<file path="config.mk">
export PLATFORM = sky130hd
export DESIGN_NAME = rsa_count_alu
export DESIGN_NICKNAME = d
export VERILOG_FILES = /design/src/design/refcounted_slot_allocator_macros.svh /design/src/design/rsa_pkg.sv /design/src/design/rsa_count_alu.sv
export SDC_FILE = /design/constraint.sdc
export NUM_CORES = 1
export LEC_CHECK = 0
export ABC_AREA = 1
export BUFFER_PORTS_ARGS = -buffer_cell sky130_fd_sc_hd__buf_2
export CAP_MARGIN = 30
export CORE_MARGIN = 5
export CORE_UTILIZATION = 49
export DETAILED_ROUTE_END_ITERATION = 10
export PLACE_DENSITY = 0.89
export SLEW_MARGIN = 0
export SYNTH_ARGS = -nofsm -noshare
export SYNTH_HDL_FRONTEND = slang
export SYNTH_SLANG_ARGS = --single-unit
export TNS_END_PERCENT = 50
</file>
<file path="constraint.sdc">
create_clock -name vclk -period 1.25
set_input_delay 0.0625 -clock vclk [all_inputs]
set_output_delay 0.0625 -clock vclk [all_outputs]
set_load 0.02 [all_outputs]
</file>
<file path="src/design/refcounted_slot_allocator_macros.svh">
// Assertion macros for the refcounted slot allocator.
`ifndef REFCOUNTED_SLOT_ALLOCATOR_MACROS_SVH
`define REFCOUNTED_SLOT_ALLOCATOR_MACROS_SVH
`ifndef SYNTH
`define RSA_ASSERT_IMP(label, clk, rst, ante, cons) \
   label: assert property (@(posedge clk) disable iff (rst) (ante) |-> (cons)) \
      else $error("slot allocator check failed");
`define RSA_ASSERT_NXT(label, clk, rst, ante, cons) \
   label: assert property (@(posedge clk) disable iff (rst) (ante) |=> (cons)) \
      else $error("slot allocator check failed");
`else
`define RSA_ASSERT_IMP(label, clk, rst, ante, cons)
`define RSA_ASSERT_NXT(label, clk, rst, ante, cons)
`endif
`endif

</file>
<file path="src/design/rsa_pkg.sv">
// Shared constants, codes and types of the refcounted slot allocator.
`default_nettype none
package rsa_pkg;

   localparam int SLOTS        = 1024;
   localparam int FREE_DEPTH   = 1024;  // power of two: queue pointers wrap
   localparam int COUNT_BITS   = 16;
   localparam int SLOT_W       = $clog2(SLOTS);
   localparam int FQ_W         = $clog2(FREE_DEPTH);
   localparam int FQ_CNT_W     = FQ_W + 1;
   localparam int LIVE_W       = SLOT_W + 1;
   localparam int INDEX_W      = 16;
   localparam int MODE_W       = 3;
   localparam int STATUS_W     = 3;
   localparam int VACUUM_LEVEL = (FREE_DEPTH * 3) / 4;

   typedef enum logic [MODE_W-1:0] {
      MODE_CREATE     = 3'd0,
      MODE_GRAB       = 3'd1,
      MODE_DROP       = 3'd2,
      MODE_QUERY      = 3'd3,
      MODE_SCAN_BELOW = 3'd4,
      MODE_SCAN_TOP   = 3'd5
   } rsa_mode_type;

   typedef enum logic [STATUS_W-1:0] {
      STAT_OK       = 3'd0,
      STAT_RANGE    = 3'd1,
      STAT_NO_ENTRY = 3'd2,
      STAT_OVERFLOW = 3'd3,
      STAT_FULL     = 3'd4,
      STAT_CORRUPT  = 3'd5,
      STAT_NONE     = 3'd6
   } rsa_status_type;

   typedef struct packed {
      logic                  is_zero;
      logic                  is_max;
      logic                  sum_zero;
      logic [COUNT_BITS-1:0] sum;
   } rsa_alu_out_type;

   typedef struct packed {
      logic [SLOT_W-1:0] slot;
      rsa_status_type    status;
      logic              flag;
      logic              vacuum;
      logic [LIVE_W-1:0] live;
   } rsa_rsp_type;

endpackage
`default_nettype wire

</file>
<file path="src/design/rsa_count_alu.sv">
// Shared count unit: zero and saturation tests and a +1/-1 adder.
`default_nettype none
module rsa_count_alu
   import rsa_pkg::*;
(
   input  wire logic [COUNT_BITS-1:0] count,
   input  wire logic                  dec,
   output rsa_alu_out_type            result
);

   logic [COUNT_BITS-1:0] addend;

   always_comb begin
      addend          = dec ? {COUNT_BITS{1'b1}} : COUNT_BITS'(1);
      result.sum      = count + addend;
      result.is_zero  = (count == '0);
      result.is_max   = &count;
      result.sum_zero = (result.sum == '0);
   end

endmodule
`default_nettype wire

</file>
==> results.sh, run 1 <==
export IMPL_dieHeight_microns=57.3
export IMPL_synth_top_area_share_pct=23.7
export IMPL_hold_buffers=0
export IMPL_avgSynthCellArea_sq_um=5.29
export IMPL_syn_area_sq_mm=0.00109
export IMPL_dieWidth_microns=57.3
export IMPL_synth_area_leader_cell="nand2_1"
export IMPL_port_buffers=36
export IMPL_worstEpCategory="top-level output"
export IMPL_synthCells=207
export IMPL_placementRows=17
export IMPL_ys_types=22
export IMPL_seq_area_frac_synth_pct=0
export IMPL_synth_nets=240
export IMPL_cts_setup_buffers=0
export IMPL_postGrtWorstEndpoint="result[16]"
export IMPL_gp_congestion=0.848
export IMPL_io_pins=36
export IMPL_ys_top_cells_by_count="nand2_1, inv_1, nand3_1, nor2_1, ha_1"
export IMPL_place_inst=308
export IMPL_synthMostInstantiatedCell="nand2_1"
export IMPL_status="stopped before the end"
export IMPL_synth_area_top_cells="nand2_1, ha_1, inv_1, nand3_1, nor2_1"
export IMPL_haltStage="global routing"
export IMPL_yosys_warnings=0
export IMPL_grt_start_max_net_pins=9
export IMPL_start_util_pct=50.5
export IMPL_tool_error="[ERROR DPL-0038] Utilization greater than 100%, impossible to legalize"
export IMPL_dp_hpwl_mm=2.87
==> stage by stage <==
stage	TNS, ns	setup slack (ns)	utilization (%)	cell area [sq um]
after global placement	-6.13	-0.735	77.0	1670
after detailed placement	-6.86	-0.780	77.0	1670
after floorplan	-0.205	-0.205	-	1180
after CTS	-2.66	-0.431	91.5	1990
==> logic make-up after synthesis <==
| group | after synthesis | synth area share (%) |
|---|---|---|
| XOR/XNOR | 5 | 4.69 |
| AO/OA/AOI/OAI | 9 | 5.14 |
| buffers and inverters | 45 | 15.4 |
| AND/OR/NAND/NOR | 132 | 55.8 |
| adder cells (fa/ha/maj) | 16 | 19.0 |
==> repair_timing <==
action | 4_1_cts
pin swaps | 25
setup endpoints to repair | 15
cloned | 1
gates resized for setup | 66
==> inputs of run 2 (changes only) <==
--- a/config.mk
+++ b/config.mk
@@ -8,10 +8,10 @@
 export ABC_AREA = 1
 export BUFFER_PORTS_ARGS = -buffer_cell sky130_fd_sc_hd__buf_2
 export CAP_MARGIN = 30
-export CORE_MARGIN = 5
-export CORE_UTILIZATION = 49
+export CORE_AREA = 5 5 66 68
 export DETAILED_ROUTE_END_ITERATION = 10
-export PLACE_DENSITY = 0.89
+export DIE_AREA = 0 0 71 73
+export PLACE_DENSITY_LB_ADDON = 0.15
 export SLEW_MARGIN = 0
 export SYNTH_ARGS = -nofsm -noshare
 export SYNTH_HDL_FRONTEND = slang
==> constraint.sdc (replaced) <==
create_clock -name vclk -period 1.6
set_input_delay 0.08 -clock vclk [all_inputs]
set_output_delay 0.08 -clock vclk [all_outputs]
set_load 0.02 [all_outputs]
==> run 2 against run 1 <==
The flow now finishes, with violations (negative setup slack). Synthesized cell count did not move. Synthesized area stayed put.
==> results.sh, run 2 <==
export IMPL_crit_arrival_ns=1.69
export IMPL_crit_chain="buf_16 -> fa_2 -> buf_6 -> xor2_2 -> nor2_1 -> nand3_2 -> nor2_1 -> nand3_1 -> nor2_2 -> nand2_2 -> nor2_4 -> buf_6"
export IMPL_synth_top_area_share_pct=23.7
export IMPL_drtIter0Drc=31
export IMPL_ys_top_cells_by_count="nand2_1, inv_1, nand3_1, nor2_1, ha_1"
export IMPL_antenna_left=0
export IMPL_dr_total_vias=1491
export IMPL_synth_area_leader_cell="nand2_1"
export IMPL_slowest_stage="fa_2"
export IMPL_syn_to_final_growth_pct=90.7
export IMPL_layout_common_cells="nand2_1, buf_4, inv_1"
export IMPL_finalSetupViolCount=2
export IMPL_hold_viol=0
export IMPL_cp_slowest_stage_delay_ns=0.42
export IMPL_overflow=0
export IMPL_critPathLaunchType="input pin"
export IMPL_grt_start_max_net_pins=9
export IMPL_setup_slack_ns=-0.170
export IMPL_die_area_sq_mm=0.00518
export IMPL_layout_min_cycle_time_ns=1.77
export IMPL_worst_path_max_fanout=8
export IMPL_finalCritPeriodShare_pct=111
export IMPL_grt_busiest_layer="met2"
export IMPL_finalNetCount=328
export IMPL_cap_violations=0
export IMPL_seq_area_frac_synth_pct=0
export IMPL_n_clock_buffer=0
export IMPL_cp_startpoint="dec"
export IMPL_path_class="in2out"
export IMPL_routed_via_density=4.35
export IMPL_final_common_cell="nand2_1"
export IMPL_grt_pass1_wl_mm=6.32
export IMPL_violations="negative setup slack"
export IMPL_drive_gt1_share_pct=50.5
export IMPL_yosys_warnings=0
export IMPL_slew_viol_final=0
export IMPL_dp_hpwl_mm=2.90
export IMPL_gr_usage_met3_pct=0.413
export IMPL_slew_headroom_pct=82.1
export IMPL_worst_hold_slack_ns=0.542
export IMPL_synthCells=207
export IMPL_ys_types=22
export IMPL_place_inst=341
export IMPL_synthMostInstantiatedCell="nand2_1"
export IMPL_coreArea_sq_mm=0.00380
export IMPL_wl_mm=3.56
export IMPL_min_from="count[0]"
export IMPL_io_pins=36
export IMPL_grt_use_met1_pct=18.5
export IMPL_dieWidth_microns=71
export IMPL_seq_cell_count=0
export IMPL_synth_nets=240
export IMPL_final_seq_area_sq_um=0
export IMPL_met2_usage_pct=27.8
export IMPL_cp_required_ns=1.52
export IMPL_port_buffers=36
export IMPL_utilization_pct=55.0
export IMPL_hold_path_class="in2out"
export IMPL_grt_pass1_vias=1510
export IMPL_placementRows=23
export IMPL_avgSynthCellArea_sq_um=5.29
export IMPL_ir_drop_uv=152
export IMPL_end_kind="primary output"
export IMPL_synth_area_top_cells="nand2_1, ha_1, inv_1, nand3_1, nor2_1"
export IMPL_syn_area_sq_mm=0.00109
export IMPL_grt_setup_unrepaired="yes"
export IMPL_antenna_found_initial=0
export IMPL_p_leak_nw=1.14
export IMPL_tightest_slew_ns=0.267
export IMPL_dr_pass1_iters=4
export IMPL_fmax_ghz=0.565
export IMPL_gp_congestion=0.807
export IMPL_power_density_mw_per_mm2=460
export IMPL_wl_per_cell_microns=10.4
export IMPL_start_util_pct=28.8
export IMPL_status="finished with violations"
export IMPL_dieHeight_microns=73
export IMPL_drc=0
export IMPL_track_usage_pct=14.3
export IMPL_diodes=0
export IMPL_layoutNonFillerInstCount=343
-- run 2: cell counts after synthesis --
No cell type changed its count.
-- run 2: worst max-delay path: cells and delay by family --
kind / cells / cell delay, ns
and+or+nand+nor: 7 / 0.67
adders and majority gates: 1 / 0.42
buffers and inverters: 3 / 0.37
xor gates and xnor gates: 1 / 0.13
-- run 2: final timing paths --
check | to | slack [ns] | depth (start not counted)
hold / removal | result[0] | 0.54 | 4
setup / recovery | result[16] | -0.17 | 12
-- run 2: stage by stage --
step                      setup TNS (ns)  setup WS, ns  power, mW  cell area (sq um)
final                             -0.199        -0.170      0.961               2090
after global routing              -0.798        -0.282       1.06               2090
after CTS                         -0.237        -0.172      0.908               1990
after detailed placement           -1.93        -0.387      0.798               1710
after global placement             -1.90        -0.398      0.793               1710
after floorplan                        0        0.0135      0.441               1100
-- run 2: cell families (layout without fill, tap and decap cells) --
| group | count (synthesis) | after routing | share of synthesized area, % |
|---|---|---|---|
| buffers and inverters | 45 | 131 | 15.4 |
| AND/OR/NAND/NOR | 132 | 132 | 55.8 |
| AO/OA/AOI/OAI | 9 | 9 | 5.14 |
| XOR/XNOR | 5 | 5 | 4.69 |
| adder cells (fa/ha/maj) | 16 | 16 | 19.0 |
-- run 2: per-layer routing --
layer  vias up  routed length (microns)
li1        816                        -
met1       650                     1660
met2        25                     1780
met3         0                      121
met4         0                        0
met5         -                        0
-- run 2: power breakdown --
part | internal [mW] | switching (mW)
clock | 0 | 0
combinational | 0.464 | 0.497
sequential | 0 | 0
total | 0.464 | 0.497
-- run 2: layout make-up --
type / count / area (sq um)
Tap cell: 50 / 62.6
Inverter: 45 / 169
Multi-Input combinational cell: 162 / 1210
Fill cell: 394 / 1710
Timing Repair Buffer: 86 / 646
-- run 2: repair_timing --
action / 4_1_cts / 5_1_grt
hold buffers: 0 / 0
gates resized for setup: 43 / 24
endpoints found under the setup margin: 10 / 8
pin swaps: 20 / 7
cloned: 1 / 0
buffers inserted: 1 / 0
No activity file was read; power rests on OpenSTA's default activity.
